`src/hw/rtl/hcbd_pkg.sv`:
```
// Shared types, constants and helpers for the HTTP chunked body decoder.
package hcbd_pkg;

  localparam int MAX_CAPACITY  = 2049;
  localparam int FRAMING_LIMIT = 2048;
  localparam int LINE_BUFFER   = 24;

  localparam int CNT_W = 12;
  localparam int LL_W  = 5;

  localparam logic [CNT_W-1:0] CAP_MIN = CNT_W'(2);
  localparam logic [CNT_W-1:0] CAP_MAX = CNT_W'(MAX_CAPACITY);
  localparam logic [CNT_W:0]   FRAME_MAX = (CNT_W+1)'(FRAMING_LIMIT);
  localparam logic [LL_W-1:0]  LINE_MAX = LL_W'(LINE_BUFFER - 1);

  // Request codes.
  localparam logic [1:0] REQ_STREAM = 2'd0;
  localparam logic [1:0] REQ_ABORT  = 2'd1;
  localparam logic [1:0] REQ_START  = 2'd2;

  // Status codes.
  localparam logic [1:0] ST_BUSY = 2'd0;
  localparam logic [1:0] ST_DONE = 2'd1;
  localparam logic [1:0] ST_FAIL = 2'd2;

  // Characters the framing cares about.
  localparam logic [7:0] CH_NUL = 8'h00;
  localparam logic [7:0] CH_TAB = 8'h09;
  localparam logic [7:0] CH_LF  = 8'h0A;
  localparam logic [7:0] CH_CR  = 8'h0D;
  localparam logic [7:0] CH_SPC = 8'h20;

  typedef enum logic [8:0] {
    PH_SIZE     = 9'b000000001,
    PH_SIZE_LF  = 9'b000000010,
    PH_DATA     = 9'b000000100,
    PH_DATA_CR  = 9'b000001000,
    PH_DATA_LF  = 9'b000010000,
    PH_TRAIL    = 9'b000100000,
    PH_TRAIL_LF = 9'b001000000,
    PH_DONE     = 9'b010000000,
    PH_FAIL     = 9'b100000000
  } phase_t;

  typedef struct packed {
    logic             out_valid;
    logic [7:0]       out_byte;
    logic [1:0]       status;
    logic [CNT_W-1:0] body_length;
  } res_t;

  typedef struct packed {
    logic       ok;
    logic [3:0] value;
  } hex_t;

  function automatic hex_t hex_decode(input logic [7:0] b);
    hex_t h;
    h.ok = 1'b1;
    h.value = 4'd0;
    if (b >= 8'h30 && b <= 8'h39) begin
      h.value = 4'(b - 8'h30);
    end else if (b >= 8'h61 && b <= 8'h66) begin
      h.value = 4'(b - 8'h57);
    end else if (b >= 8'h41 && b <= 8'h46) begin
      h.value = 4'(b - 8'h37);
    end else begin
      h.ok = 1'b0;
    end
    return h;
  endfunction

endpackage

```
`src/hw/rtl/hcbd_apb_regs.sv`:
```
// APB register file holding the body capacity setting.
module hcbd_apb_regs import hcbd_pkg::*; (
  input  logic             clk,
  input  logic             rst,
  input  logic             psel,
  input  logic             penable,
  input  logic             pwrite,
  input  logic [2:0]       paddr,
  input  logic [31:0]      pwdata,
  output logic [31:0]      prdata,
  output logic             pready,
  output logic [CNT_W-1:0] body_capacity
);

  logic sel_cap;

  // Word index is paddr[2]; only word 0 exists.
  assign sel_cap = (paddr[2] == 1'b0);
  assign pready  = 1'b1;
  assign prdata  = sel_cap ? {{(32-CNT_W){1'b0}}, body_capacity} : 32'd0;

  always_ff @(posedge clk) begin
    if (rst) begin
      body_capacity <= CAP_MAX;
    end else if (psel && penable && pwrite && pready && sel_cap) begin
      body_capacity <= pwdata[CNT_W-1:0];
    end
  end

endmodule

```
`src/hw/rtl/hcbd_core.sv`:
```
// Per-word decode state and next-state logic for chunked framing.
module hcbd_core import hcbd_pkg::*; (
  input  logic             clk,
  input  logic             rst,
  input  logic             accept,
  input  logic [1:0]       req_type,
  input  logic [7:0]       data_byte,
  input  logic [CNT_W-1:0] body_capacity,
  output res_t             res
);

  phase_t           phase, phase_next;
  logic [LL_W-1:0]  line_length, line_length_next;
  logic             line_bad, line_bad_next;
  logic [CNT_W-1:0] chunk_size, chunk_size_next;
  logic [CNT_W-1:0] chunk_left, chunk_left_next;
  logic [CNT_W-1:0] bytes_written, bytes_written_next;
  logic [CNT_W-1:0] framing_count, framing_count_next;

  logic             busy;
  logic             cap_ok;
  logic             is_size;
  logic [CNT_W:0]   fc_inc;
  logic [LL_W-1:0]  ll_inc;
  logic [CNT_W:0]   used;
  logic [CNT_W-1:0] room;
  logic [CNT_W-1:0] room_minus_v;
  logic [CNT_W-1:0] left_dec;
  logic             digit_ok;
  hex_t             hex;

  assign busy    = (phase != PH_DONE) && (phase != PH_FAIL);
  assign cap_ok  = (body_capacity >= CAP_MIN) && (body_capacity <= CAP_MAX);
  assign is_size = (phase == PH_SIZE);
  assign fc_inc  = {1'b0, framing_count} + (CNT_W+1)'(1);
  assign ll_inc  = line_length + LL_W'(1);
  assign used    = {1'b0, bytes_written} + (CNT_W+1)'(1);
  assign room    = ({1'b0, body_capacity} < used) ? '0
                                                  : CNT_W'({1'b0, body_capacity} - used);
  assign hex          = hex_decode(data_byte);
  assign room_minus_v = room - CNT_W'(hex.value);
  // The accumulated size may grow by one more digit only if it still fits the room.
  assign digit_ok = hex.ok && (CNT_W'(hex.value) <= room) &&
                    (chunk_size <= (room_minus_v >> 4));
  assign left_dec = (chunk_left != '0) ? chunk_left - CNT_W'(1) : chunk_left;

  always_comb begin
    phase_next         = phase;
    line_length_next   = line_length;
    line_bad_next      = line_bad;
    chunk_size_next    = chunk_size;
    chunk_left_next    = chunk_left;
    bytes_written_next = bytes_written;
    framing_count_next = framing_count;
    res.out_valid      = 1'b0;
    res.out_byte       = 8'd0;

    if (accept) begin
      unique case (req_type)
        REQ_START: begin
          phase_next         = PH_SIZE;
          line_length_next   = '0;
          line_bad_next      = 1'b0;
          chunk_size_next    = '0;
          chunk_left_next    = '0;
          bytes_written_next = '0;
          framing_count_next = '0;
        end
        REQ_ABORT: begin
          if (busy) begin
            phase_next = PH_FAIL;
          end
        end
        REQ_STREAM: begin
          if (busy && !cap_ok) begin
            phase_next = PH_FAIL;
          end else if (busy) begin
            unique case (phase)
              PH_SIZE, PH_TRAIL: begin
                framing_count_next = fc_inc[CNT_W-1:0];
                if (fc_inc > FRAME_MAX || data_byte == CH_NUL || data_byte == CH_LF) begin
                  phase_next = PH_FAIL;
                end else if (data_byte == CH_CR) begin
                  phase_next = is_size ? PH_SIZE_LF : PH_TRAIL_LF;
                end else if (data_byte < CH_SPC && data_byte != CH_TAB) begin
                  phase_next = PH_FAIL;
                end else begin
                  line_length_next = ll_inc;
                  if (ll_inc >= LINE_MAX) begin
                    phase_next = PH_FAIL;
                  end else if (!is_size) begin
                    line_bad_next = 1'b1;
                  end else if (!line_bad) begin
                    if (!digit_ok) begin
                      line_bad_next = 1'b1;
                    end else begin
                      chunk_size_next = {chunk_size[CNT_W-5:0], hex.value};
                    end
                  end
                end
              end
              PH_SIZE_LF: begin
                framing_count_next = fc_inc[CNT_W-1:0];
                if (fc_inc > FRAME_MAX || data_byte != CH_LF ||
                    line_length == '0 || line_bad) begin
                  phase_next = PH_FAIL;
                end else if (chunk_size == '0) begin
                  phase_next       = PH_TRAIL;
                  line_length_next = '0;
                  line_bad_next    = 1'b0;
                end else if (chunk_size > room) begin
                  phase_next = PH_FAIL;
                end else begin
                  chunk_left_next = chunk_size;
                  phase_next      = PH_DATA;
                end
              end
              PH_DATA: begin
                res.out_valid      = 1'b1;
                res.out_byte       = data_byte;
                bytes_written_next = bytes_written + CNT_W'(1);
                chunk_left_next    = left_dec;
                if (left_dec == '0) begin
                  phase_next = PH_DATA_CR;
                end
              end
              PH_DATA_CR: begin
                line_bad_next = (data_byte != CH_CR);
                phase_next    = PH_DATA_LF;
              end
              PH_DATA_LF: begin
                if (line_bad || data_byte != CH_LF) begin
                  phase_next = PH_FAIL;
                end else begin
                  phase_next       = PH_SIZE;
                  line_length_next = '0;
                  line_bad_next    = 1'b0;
                  chunk_size_next  = '0;
                end
              end
              PH_TRAIL_LF: begin
                framing_count_next = fc_inc[CNT_W-1:0];
                if (fc_inc > FRAME_MAX || data_byte != CH_LF ||
                    line_bad || bytes_written == '0) begin
                  phase_next = PH_FAIL;
                end else begin
                  phase_next = PH_DONE;
                end
              end
              default: begin
                phase_next = PH_FAIL;
              end
            endcase
          end
        end
        default: begin
        end
      endcase
    end

    res.status      = (phase_next == PH_DONE) ? ST_DONE :
                      (phase_next == PH_FAIL) ? ST_FAIL : ST_BUSY;
    res.body_length = bytes_written_next;
  end

  always_ff @(posedge clk) begin
    if (rst) begin
      phase         <= PH_SIZE;
      line_length   <= '0;
      line_bad      <= 1'b0;
      chunk_size    <= '0;
      chunk_left    <= '0;
      bytes_written <= '0;
      framing_count <= '0;
    end else begin
      phase         <= phase_next;
      line_length   <= line_length_next;
      line_bad      <= line_bad_next;
      chunk_size    <= chunk_size_next;
      chunk_left    <= chunk_left_next;
      bytes_written <= bytes_written_next;
      framing_count <= framing_count_next;
    end
  end

endmodule

```
`src/hw/rtl/hcbd_out_reg.sv`:
```
// Result register between the decode logic and the output channel.
module hcbd_out_reg import hcbd_pkg::*; (
  input  logic clk,
  input  logic rst,
  input  logic load,
  input  res_t res_in,
  input  logic res_ready,
  output logic res_valid,
  output logic can_load,
  output res_t res_q
);

  assign can_load = !res_valid || res_ready;

  always_ff @(posedge clk) begin
    if (rst) begin
      res_valid <= 1'b0;
    end else if (load) begin
      res_valid <= 1'b1;
    end else if (res_ready) begin
      res_valid <= 1'b0;
    end
  end

  always_ff @(posedge clk) begin
    if (load) begin
      res_q <= res_in;
    end
  end

endmodule

```
`src/hw/rtl/http_chunked_body_decoder_top.sv`:
```
// Top level of the HTTP chunked body decoder.
//
//   Channel  Direction  Handshake              Payload
//   input    in         in_valid / in_ready    req_type, data_byte
//   result   out        res_valid / res_ready  out_valid, out_byte, status, body_length
//   config   in         APB psel/penable       paddr, pwdata, prdata (body_capacity)
//
// Every accepted word produces exactly one result word in the next cycle.
// The decoder takes one word per cycle when in_ready is high; its state update
// is a single pass of shallow logic from input pins into state and result registers.
// in_ready is low only while a result is held and res_ready is low.
// Reset is synchronous and active high; it restores body_capacity to 2049 and
// returns the decoder to the start of a size line.
module http_chunked_body_decoder_top import hcbd_pkg::*; (
  input  logic             clk,
  input  logic             rst,
  // Input word channel.
  input  logic             in_valid,
  output logic             in_ready,
  input  logic [1:0]       req_type,
  input  logic [7:0]       data_byte,
  // Result word channel.
  output logic             res_valid,
  input  logic             res_ready,
  output logic             out_valid,
  output logic [7:0]       out_byte,
  output logic [1:0]       status,
  output logic [CNT_W-1:0] body_length,
  // Configuration port.
  input  logic             psel,
  input  logic             penable,
  input  logic             pwrite,
  input  logic [2:0]       paddr,
  input  logic [31:0]      pwdata,
  output logic [31:0]      prdata,
  output logic             pready
);

  logic             accept;
  logic [CNT_W-1:0] body_capacity;
  res_t             res_next;
  res_t             res_q;

  // A word is taken whenever the result register is free or being drained.
  assign accept = in_valid && in_ready;

  hcbd_apb_regs u_regs (
    .clk           (clk),
    .rst           (rst),
    .psel          (psel),
    .penable       (penable),
    .pwrite        (pwrite),
    .paddr         (paddr),
    .pwdata        (pwdata),
    .prdata        (prdata),
    .pready        (pready),
    .body_capacity (body_capacity)
  );

  // Framing state machine; produces the result for the accepted word.
  hcbd_core u_core (
    .clk           (clk),
    .rst           (rst),
    .accept        (accept),
    .req_type      (req_type),
    .data_byte     (data_byte),
    .body_capacity (body_capacity),
    .res           (res_next)
  );

  // The result register decouples the output handshake from the decoder.
  hcbd_out_reg u_out (
    .clk       (clk),
    .rst       (rst),
    .load      (accept),
    .res_in    (res_next),
    .res_ready (res_ready),
    .res_valid (res_valid),
    .can_load  (in_ready),
    .res_q     (res_q)
  );

  assign out_valid   = res_q.out_valid;
  assign out_byte    = res_q.out_byte;
  assign status      = res_q.status;
  assign body_length = res_q.body_length;

endmodule

```
`config.mk`:
```
export PLATFORM = sky130hd
export DESIGN_NAME = http_chunked_body_decoder_top
export DESIGN_NICKNAME = d
export VERILOG_FILES = /design/src/hw/rtl/hcbd_pkg.sv /design/src/hw/rtl/hcbd_apb_regs.sv /design/src/hw/rtl/hcbd_core.sv /design/src/hw/rtl/hcbd_out_reg.sv /design/src/hw/rtl/http_chunked_body_decoder_top.sv
export SDC_FILE = /design/constraint.sdc
export NUM_CORES = 1
export LEC_CHECK = 0
export BUFFER_PORTS_ARGS = -buffer_cell sky130_fd_sc_hd__buf_2
export CORE_MARGIN = 8
export CORE_UTILIZATION = 59
export CTS_CLUSTER_DIAMETER = 120
export DETAILED_ROUTE_END_ITERATION = 7
export GPL_TIMING_DRIVEN = 1
export HOLD_SLACK_MARGIN = 0.08
export PLACE_DENSITY_LB_ADDON = 0.25
export SYNTH_ARGS = -nofsm -noshare
export SYNTH_HDL_FRONTEND = slang
export SYNTH_HIERARCHICAL = 1
export SYNTH_SLANG_ARGS = --single-unit
```
`constraint.sdc`:
```
create_clock -name clk -period 6.4 [get_ports clk]
set_input_delay 0.32 -clock clk [delete_from_list [all_inputs] [get_ports clk]]
set_output_delay 0.32 -clock clk [all_outputs]
set_load 0.05 [all_outputs]
```
Word-level counts from Yosys, hierarchy flattened --
Index checks and enable logic that the tools add are counted.
Storage, ports and cells: register bits after elaboration 99, input port bits 52, output and inout bits 58, word-level logic and storage cells 203
Operators by class: add/sub/neg operators 10, magnitude comparators 15, equal/unequal tests 37, muxes and demuxes 82, bitwise gates (word level) 4, reductions and logical operators 42
Operators with widths (count):
- 12-bit two-way mux | 25
- 12-bit case mux with 2 select lines | 6
- 9-bit two-way mux | 15
- 9-bit case mux with 6 select lines | 1
- 5-bit two-way mux | 8
- 12-bit zero test | 3
- 3-bit inequality test, second input constant | 11
- 9-bit case mux with 3 select lines | 1
- 12-bit by 1-bit adder with 13-bit output, second input constant | 2
- 8-bit by 4-bit inequality test with 1-bit output, second input constant | 3
- 1-bit two-way mux | 17
- 8-bit by 4-bit == test with 1-bit output, second input constant | 2
- 8-bit by 7-bit greater-or-equal comparator with 1-bit output, second input constant | 2
- 8-bit by 7-bit less-or-equal comparator with 1-bit output, second input constant | 2
- 5-bit case mux with 3 select lines | 1
- 13-bit by 12-bit greater-than comparator with 1-bit output, second input constant | 1
- 1-bit logical AND | 13
- 12-bit by 13-bit < comparator with 1-bit output | 1
- 13-bit AND reduction | 1
- 12-bit by 1-bit adder with 12-bit output, second input constant | 1
- 12-bit by 2-bit greater-or-equal comparator with 1-bit output, second input constant | 1
- 12-bit greater-than comparator | 1
- 12-bit less-or-equal comparator, second input constant | 1
- 12-bit by 8-bit less-or-equal comparator with 1-bit output | 1
- 50 further kinds | 70

Longest topological paths before layout --
Gate-level depths: netlist of run 1.
depth in word-level cells 19, depth in mapped cells 31, gate-level depth less buffers 28

Modules after synthesis --
The synthesis of run 1 kept the hierarchy.
By module, submodules not included:
- hcbd_core | times used 1, cells each 859, area each 6243.5 um2, sequential area each 1261.2 um2
- hcbd_apb_regs | times used 1, cells each 89, area each 798.3 um2, sequential area each 240.2 um2
- hcbd_out_reg | times used 1, cells each 27, area each 737.0 um2, sequential area each 710.7 um2
- http_chunked_body_decoder_top | times used 1, cells each 1, area each 6.3 um2, sequential area each 0.0 um2

Worst setup path before layout of run 1 --
OpenSTA, ideal clock, no wires.
kind reg-to-reg, from register u_core.bytes_written[0], to register u_core.chunk_size[10], library setup time 75 ps, data arrival time 5743 ps, required time 6325 ps, path slack 583 ps, cell stages (with the launch flop) 30, buffers on the path 2, period minus slack after synthesis 5817 ps, cell sequence dfxtp_1 ha_1 and3_1 and4_1 clkbuf_1 nand3_1 xor2_1 ha_1 clkbuf_1 a21o_1 nor2_1 and3_1 or3_1 inv_1 ha_1 nor2b_1 o21ai_0 nand2b_1 a21oi_1 o31a_1 o21ba_2 ha_1 a21o_1 a21o_1 a21oi_1 o21a_1 o221a_2 o21ai_1 or4_1 o21ai_0
On the way: longest elaborated chain between the ends 8, elaborated cells on any way between the ends 11, those cells by class add/sub (3); order compare (3); eq/ne (1); mux (1); reduce/logical (3)
Ends and longest elaborated chain:
- start: declaration | RTL line hcbd_core.sv:17 | logic [CNT_W-1:0] bytes_written, bytes_written_next;
- start signal: assignment | RTL line hcbd_core.sv:181 | bytes_written <= bytes_written_next;
- 12-bit by 1-bit adder with 13-bit output (*) | RTL line hcbd_core.sv:37 | assign used = {1'b0, bytes_written} + (CNT_W+1)'(1);
- 12-bit subtractor / 12-bit by 13-bit < comparator with 1-bit output (equally long branches) | RTL line hcbd_core.sv:39, hcbd_core.sv:38
- 12-bit two-way mux (*) | RTL line hcbd_core.sv:38 | assign room = ({1'b0, body_capacity} < used) ? '0
- 12-bit by 4-bit subtractor with 12-bit output / 4-bit by 12-bit less-or-equal comparator with 1-bit output (equally long branches) | RTL line hcbd_core.sv:41, hcbd_core.sv:43
- 12-bit by 8-bit less-or-equal comparator with 1-bit output / 1-bit logical AND (equally long branches) | RTL line hcbd_core.sv:44, hcbd_core.sv:43
- 1-bit logical AND (*) | RTL line hcbd_core.sv:43 | assign digit_ok = hex.ok && (CNT_W'(hex.value) <= room) &&
- 3-bit by 2-bit inequality test with 1-bit output (no line) (*)
- 13-bit AND reduction (no line) (*)
- end signal: assignment | RTL line hcbd_core.sv:179 | chunk_size <= chunk_size_next;
- end: declaration | RTL line hcbd_core.sv:15 | logic [CNT_W-1:0] chunk_size, chunk_size_next;
Every way passes the cells marked *; elsewhere a longest branch is shown, timed or not. A chain may end at the register's enable or synchronous reset.

Worst setup path after layout of run 1 --
from register u_core.bytes_written[2], to register u_core.chunk_size[2]
The elaborated chain is that of the path after synthesis.

==> summary.md, run 1 <==
| Metric | Value |
|---|---|
| Status | finished, final reports clean |
| Syn Area/Cell | between 7 and 8 µm² |
| Fillers | roughly 1200 |
| Fmax | around 170 MHz |
| Post-synth EDFFs | 23 |
| Final worst slack | 0.458 ns |
| Worst R2R End | u_core/chunk_size[2] |
| DRC | 0 |
| Distinct cells, synth | 90 |
| CTS buffer count | 9 |
| GRT overflow | 0 |
| Hold endpoint | u_regs/body_capacity[5] |
| Die ar. | 0.0171 mm² |
| Final Max Tran Viols | 0 |
| Post-DP HPWL | 15500 µm |
| Crit. End Element | flop |
| Clk slew on worst S/H paths | about 0.07 ns |
| GRT Util Overall | 24.3% |
| Number of synthesized register bits | 99 |
| Crit path launch | u_core/bytes_written[2] |
| Synth async-reset ratio | 0% |
| Relative slew slack | between 30% and 40% |
| Vias in the first global route | around 6800 |
| Largest cells by area after synthesis | dfxtp_1 (20%), edfxtp_1 (8.9%), ha_1 (7.7%), nand2_1 (4.4%), o21ai_0 (3.7%) |
| Seq/Total Area, Yosys | 28.4% |
| Total routed wirelength | 20900 µm |
| Pre-CTS WS | 0.199 ns |
| Die Ht | about 130 µm |
| CTS Sinks | 99 |
| CTS Buffer Depth | 2 |
| Row count | between 40 and 50 |
| Clock skew | 0.0116 ns |
| TritonCTS clock tree | done |
| Initial Utilization | 59.5% |
| Synth cell count leaders | nand2_1 (91), dfxtp_1 (76), nor2_1 (67), o21ai_0 (57), a21oi_1 (54) |
| Area leader, netlist | dfxtp_1 |
| Via density | slightly above 6 |
| GP Congestion | roughly 0.9 |
| Ant. Diodes | 0 |
| Clock latency on the worst-skew pair | around 0.36 ns |
| Final setup viols | 0 |
| Post-layout min period | 5.94 ns |
| 1st-pass router iterations | 5 |
| Worst r2r src | u_core/bytes_written[2] |
| DRT iter0 DRCs | roughly 700 |
| DIE WIDTH | 131 µm |
| Yosys warns | 6 |
| H-Tree Depth | 3 |
| Hold crit path type | in2reg |
| Most common cell in the synthesized netlist | nand2_1 |
| CP arrival | between 6 and 7 ns |
| Worst slew pin tran | approximately 1 ns |
| Mapped Area | ~0.0078 mm² |
| Core ar. | about 0.013 mm² |
| IO Pins | between 100 and 150 |
| MaxCap Viol Count | 0 |
| Hold depth | 3 |
| Hold path start | pwdata[5] |
| Setup TNS | 0 ns |
| PD cells | approximately 180 mW/mm² |
| Leakage | about 3.4 nW |
| CP Class | reg2reg |
| Vias post-DR | around 7400 |
| First-pass GRT wire length | 33200 µm |
| Root Driver | clkbuf_16 |
| DR WL/cell | around 18 µm |
| DRT antenna net count | 0 |
| PortBufs | 66 |
| Top cell type's share of synthesized area | roughly 20% |
| Setup bufs post-CTS | 0 |
| Maximum vdd drop | between 100 and 150 µV |
| Final period util | just over 90% |
| Critical Path RT | 6.68 ns |
| Prevailing post-synth register cell | dfxtp_1 |
| Fin. Hold Viols | 0 |
| Reg2Reg Setup Slack | roughly 0.46 ns |
| Total chip power | 0.00153 W |
| R2r worst-path depth | 26 |
| Antenna violations before repair | 1 |
| Crit-path max FO | 10 |
| Layout cells sized above 1 | approximately an eighth |
| Cell count after synthesis | 976 |
| Final nets | approximately 1100 |
| Crit path launch type | flop |
| Area growth, synth to finish | 8.49% |
| Largest net degree at the start of global routing | 55 |
[metal layers]
metal,part of all wire (%),vias to the layer above,track usage [%]
met5,0.062,-,0
met4,2.4,2,10.2
met3,7.4,43,3.61
met2,47,315,41.1
met1,43,3411,30.2
li1,-,3625,-
[cell type report]
| type | count | area, µm² | area share, % |
|---|---|---|---|
| Clock buffer | 10 | 239 | 2.83 |
| Tap cell | 176 | 220 | 2.61 |
| Clock inverter | 6 | 56.3 | 0.667 |
| Sequential cell | 99 | 2210 | 26.2 |
| Timing Repair Buffer | 73 | 383 | 4.53 |
| Multi-Input combinational cell | 794 | 5210 | 61.7 |
| Inverter | 32 | 120 | 1.42 |
[worst max-delay path, stage by stage, from the launching register on]
cell	delay (ns)
dfxtp_1	0.46
nand3_2	0.18
or2_2	0.36
xor2_1	0.18
ha_2	0.40
nand4_1	0.09
nor2_1	0.19
o21ai_0	0.15
and3_1	0.22
or3_1	0.39
inv_1	0.07
ha_1	0.23
nor2b_1	0.13
o21ai_0	0.14
nand2b_1	0.12
a21o_1	0.25
nor4_1	0.31
o2bb2ai_2	0.19
nor2_1	0.09
ha_1	0.30
a21o_1	0.17
a21oi_1	0.13
o21a_1	0.16
o221a_2	0.21
o21ai_2	0.14
or4_1	0.44
a21oi_1	0.15
[where the power goes]
| part | switching (W) | internal (W) |
|---|---|---|
| clock | 0.000255 | 0.000283 |
| sequential | 0.00000691 | 0.000649 |
| combinational | 0.000227 | 0.000110 |
| total | 0.000489 | 0.00104 |
[cell usage in the layout (no fill, tap or decap), types with 13 or more instances in the layout]
master,synthesis,final
xor2_1,14,14
edfxtp_1,23,23
dfxtp_1,76,74
nor2_1,67,67
and3_1,14,14
and2_1,24,24
nand3_1,37,35
a21oi_1,54,53
o21ai_0,57,57
nand2b_1,36,36
nand2_1,91,91
inv_1,31,31
a31oi_1,13,13
mux2i_1,21,21
buf_2,5,66
a21o_1,14,14
nand4_1,21,21
nor4_1,13,13
ha_1,48,45
nor3_1,32,31
conb_1,2,21
nor2b_1,21,21
[logic make-up after synthesis]
| group | count (synthesis) | synth area share, % |
|---|---|---|
| adder cells (fa/ha/maj) | 49 | 7.97 |
| AND/OR/NAND/NOR | 434 | 30.7 |
| buffers and inverters | 102 | 6.36 |
| multiplexers | 23 | 2.99 |
| AO/OA/AOI/OAI | 241 | 20.6 |
| XOR/XNOR | 26 | 2.93 |
| flip-flops | 99 | 28.4 |
| other | 2 | 0.0965 |
[how the worst max path moves through the flow]
stage	slack [ns]	end
after global routing	-0.005	u_core/chunk_size[3]
after CTS	0.13	u_core/chunk_size[0]
after detailed placement	0.20	u_core/chunk_size[0]
after global placement	0.30	u_core/chunk_size[7]
final	0.46	u_core/chunk_size[2]
after floorplan	0.58	u_core/chunk_size[10]
[state kept, by name (all words and copies together), names as in the netlist, 5 cells and up]
register              cells
u_core/bytes_written     12
u_core/chunk_size        12
u_core/phase              9
u_regs/body_capacity     12
u_core/line_length        5
u_core/framing_count     12
u_core/chunk_left        12
u_out/res_q              23
[metrics by stage]
step	util, %	std cells	hold WS (ns)	instance area, µm²
floorplan	-	995	0.382	7860
global placement	61.8	1174	0.488	8080
detailed placement	61.8	1174	0.499	8080
CTS	64.0	1190	0.215	8380
global route	64.5	1190	0.230	8450
finish	64.5	1190	0.221	8450
[timing repair]
action	4_1_cts	5_1_grt
endpoints found under the setup margin	0	13
resized for setup	0	17
hold endpoints to repair	0	0
hold buffers	0	0
Note: power is estimated with default switching activity, not from simulation.
==> inputs of run 2 (changes only) <==
- CORE_UTILIZATION: 59 -> 58
- CTS_CLUSTER_SIZE: unset -> 25
- SYNTH_HIERARCHICAL: 1 -> unset
==> summary.md, run 2 <==
| Metric | Value |
|---|---|
| Status | finished, final reports clean (unchanged) |
| CTS Buffer Depth | 2 (unchanged) |
| DRT iter0 DRCs | 671 (was 718) |
| Row count | 41 (was 42) |
| Critical Path RT | 6.70 ns (was 6.68 ns) |
| Synth cell count leaders | nand2_1 (93), nor2_1 (81), dfxtp_1 (76), a21oi_1 (75), o21ai_0 (52) (was nand2_1 (91), dfxtp_1 (76), nor2_1 (67), o21ai_0 (57), a21oi_1 (54)) |
| IO Pins | 110 (unchanged) |
| Critical path depth in cells | 29 (was 26) |
| Crit path launch type | flop (unchanged) |
| Hold crit path type | in2reg (unchanged) |
| Cell count after synthesis | 931 (was 976) |
| Slowest cell delay on critical path | 0.43 ns (was 0.46 ns) |
| Vias post-DR | 6978 (was 7396) |
| Distinct cells, synth | 85 (was 90) |
| Crit path launch | u_core.bytes_written[2] (was u_core/bytes_written[2]) |
| Largest net degree at the start of global routing | 49 (was 55) |
| Largest delay share family, worst path | simple AND/OR/NAND/NOR gates (unchanged) |
| Post-layout min period | 6.15 ns (was 5.94 ns) |
| Crit-path max FO | 7 (was 10) |
| Largest cells by area after synthesis | dfxtp_1 (21%), edfxtp_1 (9.4%), ha_1 (8.0%), a21oi_1 (5.1%), nand2_1 (4.7%) (was dfxtp_1 (20%), edfxtp_1 (8.9%), ha_1 (7.7%), nand2_1 (4.4%), o21ai_0 (3.7%)) |
| DRC | 0 (unchanged) |
| Final period util | 96.1% (was 92.8%) |
| Commonest non-fill, non-tap cell in the layout | nand2_1 (unchanged) |
| Cell mode on critical path | a21o_1 |
| DIE WIDTH | 129 µm (was 131 µm) |
| Mapped Area | 0.00737 mm² (was 0.00778 mm²) |
| Seq/Total Area, Yosys | 30.0% (was 28.4%) |
| GP Congestion | 0.877 (was 0.924) |
| Worst slew pin tran | 1.01 ns (was 0.981 ns) |
| Vias in the first global route | 6272 (was 6770) |
| Yosys warns | 0 (was 6) |
| DR WL/cell | 16.9 µm (was 17.5 µm) |
| MaxCap Viol Count | 0 (unchanged) |
| Biggest register | u_out.res_q (was u_out/res_q) |
| TritonCTS clock tree | done (unchanged) |
| Post-DP HPWL | 14100 µm (was 15500 µm) |
| 1st-pass router iterations | 5 (unchanged) |
| Die ar. | 0.0166 mm² (was 0.0171 mm²) |
| Post-route core utilization | 65.0% (was 64.5%) |
| Worst r2r src | u_core.bytes_written[2] (was u_core/bytes_written[2]) |
| CTS Sinks | 99 (unchanged) |
| H-Tree Depth | 3 (unchanged) |
| Max Used Layer | met4 (was met5) |
| Antenna violations before repair | 1 (unchanged) |
| Max reg flops | 23 (unchanged) |
| Clock skew | 0.00627 ns (was 0.0116 ns) |
| PD cells | 192 mW/mm² (was 181 mW/mm²) |
| PortBufs | 66 (unchanged) |
| Number of synthesized register bits | 99 (unchanged) |
| M1 WL | 8900 µm (was 9040 µm) |
| Maximum vdd drop | 134 µV (was 130 µV) |
| CTS buffer count | 9 (unchanged) |
| Via density | 6.04 (was 6.22) |
| First-pass GRT wire length | 31500 µm (was 33200 µm) |
| Area leader, netlist | dfxtp_1 (unchanged) |
| Placed Area | 0.00770 mm² (was 0.00808 mm²) |
| Hold depth | 3 (unchanged) |
| Prevailing post-synth register cell | dfxtp_1 (unchanged) |
| Clk slew on worst S/H paths | 0.08 ns (was 0.07 ns) |
| Total routed wirelength | 19500 µm (was 20900 µm) |
| Fin cells | 1155 (was 1190) |
| Final Cell Area | 0.00813 mm² (was 0.00845 mm²) |
| Crit path max-delay cell type | a2111oi_1 (was dfxtp_1) |
| Leakage | 3.27 nW (was 3.40 nW) |
| Fin. Hold Viols | 0 (unchanged) |
| Root Driver | clkbuf_16 (unchanged) |
| Placed Cells | 1134 (was 1174) |
| Die Ht | 129 µm (was 131 µm) |
| Critical path buffers and inverters | 3 (was 1) |
| Post-synth EDFFs | 23 (unchanged) |
| Final Max Tran Viols | 0 (unchanged) |
| Core ar. | 0.0125 mm² (was 0.0131 mm²) |
| CP Class | reg2reg (unchanged) |
| Top cell type's share of synthesized area | 20.6% (was 19.5%) |
| Hold path start | pwdata[0] (was pwdata[5]) |
| Layout cells sized above 1 | 13.7% (was 13.1%) |
| GRT overflow | 0 (unchanged) |
| Synth async-reset ratio | 0% (unchanged) |
| Commonest non-fill, non-tap cells in the layout | nand2_1 (93), nor2_1 (79), a21oi_1 (74) (was nand2_1 (91), dfxtp_1 (74), nor2_1 (67)) |
| Most common cell in the synthesized netlist | nand2_1 (unchanged) |
| Syn Area/Cell | 7.92 µm² (was 7.98 µm²) |
| Final nets | 1077 (was 1110) |
| DRT antenna net count | 0 (unchanged) |
| Clock latency on the worst-skew pair | 0.36 ns (about the same) |
| Post-CTS Hold Fix Bufs | 0 (unchanged) |
| CP arrival | 6.46 ns (was 6.22 ns) |
| Fillers | 1127 (was 1150) |
| Final setup viols | 0 (unchanged) |
| Met3 routed WL | 1300 µm (was 1550 µm) |
| Area growth, synth to finish | 10.4% (was 8.49%) |
| R2r worst-path depth | 29 (was 26) |
| Met2 WL | 8990 µm (was 9780 µm) |
| Initial Utilization | 58.9% (was 59.5%) |
| Fmax | 163 MHz (was 168 MHz) |
| GRT Util Overall | 23.5% (was 24.3%) |
| Crit. End Element | flop (unchanged) |
| Relative slew slack | 32.2% (was 34.6%) |
-- run 2: cell count changes in the layout (fill, tap and decap cells not counted), sizes merged, moves of 6 or more --
cell     delta
a21oi      +20
buf         +6
nand3      -15
nand4       -8
inv         +6
a22o        +8
and2        -9
nor2       +13
or3        +16
o2111ai     -6
mux2i      -16
nand2b     -21
xor2        +6
-- run 2: cells by family after synthesis --
logic type | after synthesis | share of synthesized area [%]
multiplexers | 5 | 0.679
AO/OA/AOI/OAI | 242 | 21.3
other | 2 | 0.102
XOR/XNOR | 36 | 4.28
buffers and inverters | 99 | 6.60
AND/OR/NAND/NOR | 400 | 28.8
adder cells (fa/ha/maj) | 48 | 8.25
flip-flops | 99 | 30.0
-- run 2: report_power, final --
| part | internal [W] | switching (W) |
|---|---|---|
| Combinational | 0.000112 | 0.000228 |
| Clock | 0.000282 | 0.000285 |
| Sequential | 0.000649 | 0.00000759 |
-- run 2: final cells by class --
cell class                      count  area, µm²  area share, %
Antenna cell                        1       2.50         0.0308
Clock buffer                        9        225           2.77
Clock inverter                      7       86.3           1.06
Inverter                           36        135           1.66
Multi-Input combinational cell    752       4830           59.3
Sequential cell                    99       2220           27.2
Tap cell                          172        215           2.65
Timing Repair Buffer               79        428           5.26
-- run 2: per-stage QoR --
stage	total power, W	worst slack (ns)	hold slack (ns)	TNS (ns)
2_1_floorplan	0.000929	0.335	0.449	0
3_3_place_gp	0.000987	0.295	0.464	0
3_5_place_dp	0.000992	0.226	0.484	0
4_1_cts	0.00156	0.144	0.188	0
5_1_grt	0.00163	-0.0876	0.198	-0.781
6_report	0.00156	0.246	0.197	0
-- run 2: per-layer routing --
| metal | vias up | track usage, % |
|---|---|---|
| met5 | - | 0 |
| met4 | 0 | 7.60 |
| met3 | 27 | 4.39 |
| met2 | 241 | 37.3 |
| met1 | 3244 | 31.5 |
| li1 | 3466 | - |
-- run 2: timing repair --
action	4_1_cts	5_1_grt
endpoints found under the setup margin	0	13
setup buffers	0	3
resized for setup	0	22
-- run 2: worst min-delay path, cell delays in order --
cell and delay (ns):
buf_2 0.08, nand2_1 0.04, o211ai_1 0.08
-- run 2: path summary, 6_finish.rpt --
check,endpoint,slack (ns)
setup / recovery,u_core.chunk_size[4],0.25
hold / removal,u_regs.body_capacity[0],0.20
setup reg to reg,u_core.chunk_size[4],0.25
hold reg to reg,u_core.chunk_left[7],0.50
==> inputs of run 3 (changes only) <==
- CORE_UTILIZATION: 58 -> 53
- clock period: 6.4 -> 5.4 ns (I/O delays scaled with it)
==> summary.md, run 3 (same netlist as run 2, synthesis figures left out) <==
| Metric | Value |
|---|---|
| Status | finished, violations left (was finished, final reports clean) |
| Violated checks | negative setup slack |
| DR WL/cell | 16.9 µm (about the same) |
| Area growth, synth to finish | 16.7% (was 10.4%) |
| Final Max Tran Viols | 0 (unchanged) |
| Worst r2r src | u_core.bytes_written[0] (was u_core.bytes_written[2]) |
| Slowest cell delay on critical path | 0.37 ns (was 0.43 ns) |
| Largest delay share family, worst path | simple AND/OR/NAND/NOR gates (unchanged) |
| Cell mode on critical path | buf_4 (was a21o_1) |
| CTS Sinks | 99 (unchanged) |
| Commonest non-fill, non-tap cell in the layout | nand2_1 (unchanged) |
| GRT Util Overall | 21.9% (was 23.5%) |
| Vias in the first global route | 6392 (was 6272) |
| DRT antenna net count | 0 (unchanged) |
| Biggest register | u_out.res_q (unchanged) |
| Clock skew | 0.00850 ns (was 0.00627 ns) |
| Reg2Reg Setup Slack | -0.15 ns (was 0.25 ns) |
| DIE WIDTH | 134 µm (was 129 µm) |
| Initial Utilization | 53.7% (was 58.9%) |
| Fin. Hold Viols | 0 (unchanged) |
| Crit. End Element | flop (unchanged) |
| Hold crit path type | in2reg (unchanged) |
| Die ar. | 0.0179 mm² (was 0.0166 mm²) |
| TritonCTS clock tree | done (unchanged) |
| Maximum vdd drop | 165 µV (was 134 µV) |
| Core ar. | 0.0137 mm² (was 0.0125 mm²) |
| MaxCap Viol Count | 0 (unchanged) |
| R2r worst-path depth | 30 (was 29) |
| Commonest non-fill, non-tap cells in the layout | nand2_1 (92), nor2_1 (76), a21oi_1 (73) (was nand2_1 (93), nor2_1 (79), a21oi_1 (74)) |
| Total routed wirelength | 20300 µm (was 19500 µm) |
| H-Tree Depth | 3 (unchanged) |
| PortBufs | 66 (unchanged) |
| DRT iter0 DRCs | 715 (was 671) |
| Via density | 5.99 (was 6.04) |
| RSZ-0062 raised after global routing | yes |
| Clk slew on worst S/H paths | 0.07 ns (was 0.08 ns) |
| DRC | 0 (unchanged) |
| Layout cells sized above 1 | 18.9% (was 13.7%) |
| Leakage | 3.49 nW (was 3.27 nW) |
| Ant. Diodes | 0 (was 1) |
| Total chip power | 0.00185 W (was 0.00156 W) |
| PD cells | 216 mW/mm² (was 192 mW/mm²) |
| Post-route core utilization | 62.7% (was 65.0%) |
| CTS Buffer Depth | 2 (unchanged) |
| Final period util | 103% (was 96.1%) |
| Crit path max-delay cell type | dfxtp_4 (was a2111oi_1) |
| Placed Cells | 1178 (was 1134) |
| Pre-CTS WS | -0.0939 ns (was 0.226 ns) |
| CP Class | reg2reg (unchanged) |
| Final worst slack | -0.153 ns (was 0.246 ns) |
| Fin cells | 1203 (was 1155) |
| Critical path buffers and inverters | 4 (was 3) |
| Crit path launch type | flop (unchanged) |
| IO Pins | 110 (unchanged) |
| CTS buffer count | 9 (unchanged) |
| CP arrival | 5.85 ns (was 6.46 ns) |
| Post-DP HPWL | 14700 µm (was 14100 µm) |
| Antenna violations before repair | 0 (was 1) |
| Post-layout min period | 5.55 ns (was 6.15 ns) |
| Row count | 43 (was 41) |
| Final setup viols | 12 (was 0) |
| Crit path launch | u_core.bytes_written[0] (was u_core.bytes_written[2]) |
| GP Congestion | 0.886 (was 0.877) |
| Worst setup endpoint | u_core.chunk_size[7] (was u_core.chunk_size[4]) |
| Relative slew slack | 27.2% (was 32.2%) |
| Die Ht | 134 µm (was 129 µm) |
| GRT overflow | 0 (unchanged) |
| Final nets | 1118 (was 1077) |
| Fmax | 180 MHz (was 163 MHz) |
| Hold Worst Slack | 0.156 ns (was 0.197 ns) |
| Largest net degree at the start of global routing | 49 (unchanged) |
| 1st-pass router iterations | 6 (was 5) |
| Critical Path RT | 5.70 ns (was 6.70 ns) |
| Max reg flops | 23 (unchanged) |
| Clock latency on the worst-skew pair | 0.35 ns (was 0.36 ns) |
| Crit-path max FO | 6 (was 7) |
| Critical path depth in cells | 30 (was 29) |
| Post-CTS Hold Fix Bufs | 0 (unchanged) |
| Worst R2R End | u_core.chunk_size[7] (was u_core.chunk_size[4]) |
| Vias post-DR | 7209 (was 6978) |
| Root Driver | clkbuf_16 (unchanged) |
| Worst slew pin tran | 1.09 ns (was 1.01 ns) |
| First-pass GRT wire length | 32300 µm (was 31500 µm) |
==> run 3: changes by cell type in the layout (fill, tap and decap cells not counted), moves of 3 or more <==
cell	change
o21ai_0	-4
o21ai_1	+3
buf_4	+40
nor2_4	+3
nor2_1	-3
ha_4	+3
==> run 3: layout make-up <==
cell class	count	area (µm²)
clock buffer	11	233
clock inverter	5	28.8
fill	1225	5120
multi-input combinational	753	5030
inverter	36	135
tap	180	225
sequential	99	2220
timing repair buffer	119	728
==> run 3: metal layers <==
layer | vias up | track usage, % | routed length, µm
met2 | 252 | 33.7 | 9160
li1 | 3525 | - | -
met3 | 25 | 3.70 | 1290
met1 | 3407 | 30.0 | 9520
met4 | 0 | 7.80 | 316
met5 | - | 0 | 0
==> run 3: how the worst min path moves through the flow <==
stage / start / end / depth (start not counted) / slack, ns
2_1_floorplan: in_valid / u_out.res_valid / 2 / 0.40
3_3_place_gp: u_core.chunk_left[3] / u_core.chunk_left[3] / 2 / 0.46
3_5_place_dp: u_core.chunk_left[3] / u_core.chunk_left[3] / 2 / 0.47
4_1_cts: pwdata[10] / u_regs.body_capacity[10] / 3 / 0.15
5_1_grt: pwdata[10] / u_regs.body_capacity[10] / 3 / 0.16
6_report: pwdata[9] / u_regs.body_capacity[9] / 3 / 0.16
==> run 3: where the power goes <==
part | switching, W | internal (W)
sequential | 0.00000833 | 0.000769
combinational | 0.000307 | 0.000177
clock | 0.000283 | 0.000311
==> run 3: tightest hold or removal path, cell delays in order <==
cell,delay [ns]
buf_2,0.10
nand2_1,0.05
a21oi_1,0.05
==> run 3: timing repair <==
action,CTS,global route
pin swaps,0,33
hold endpoints to repair,0,0
cloned,1,1
endpoints found under the setup margin,12,13
setup buffers,2,5
resized for setup,8,28
==> run 3: stage by stage <==
step,TNS [ns],area [µm²]
3_5_place_dp,-0.951,8090
4_1_cts,-0.507,8390
3_3_place_gp,-0.355,8090
5_1_grt,-5.65,8600
6_report,-1.49,8600
2_1_floorplan,0,7560
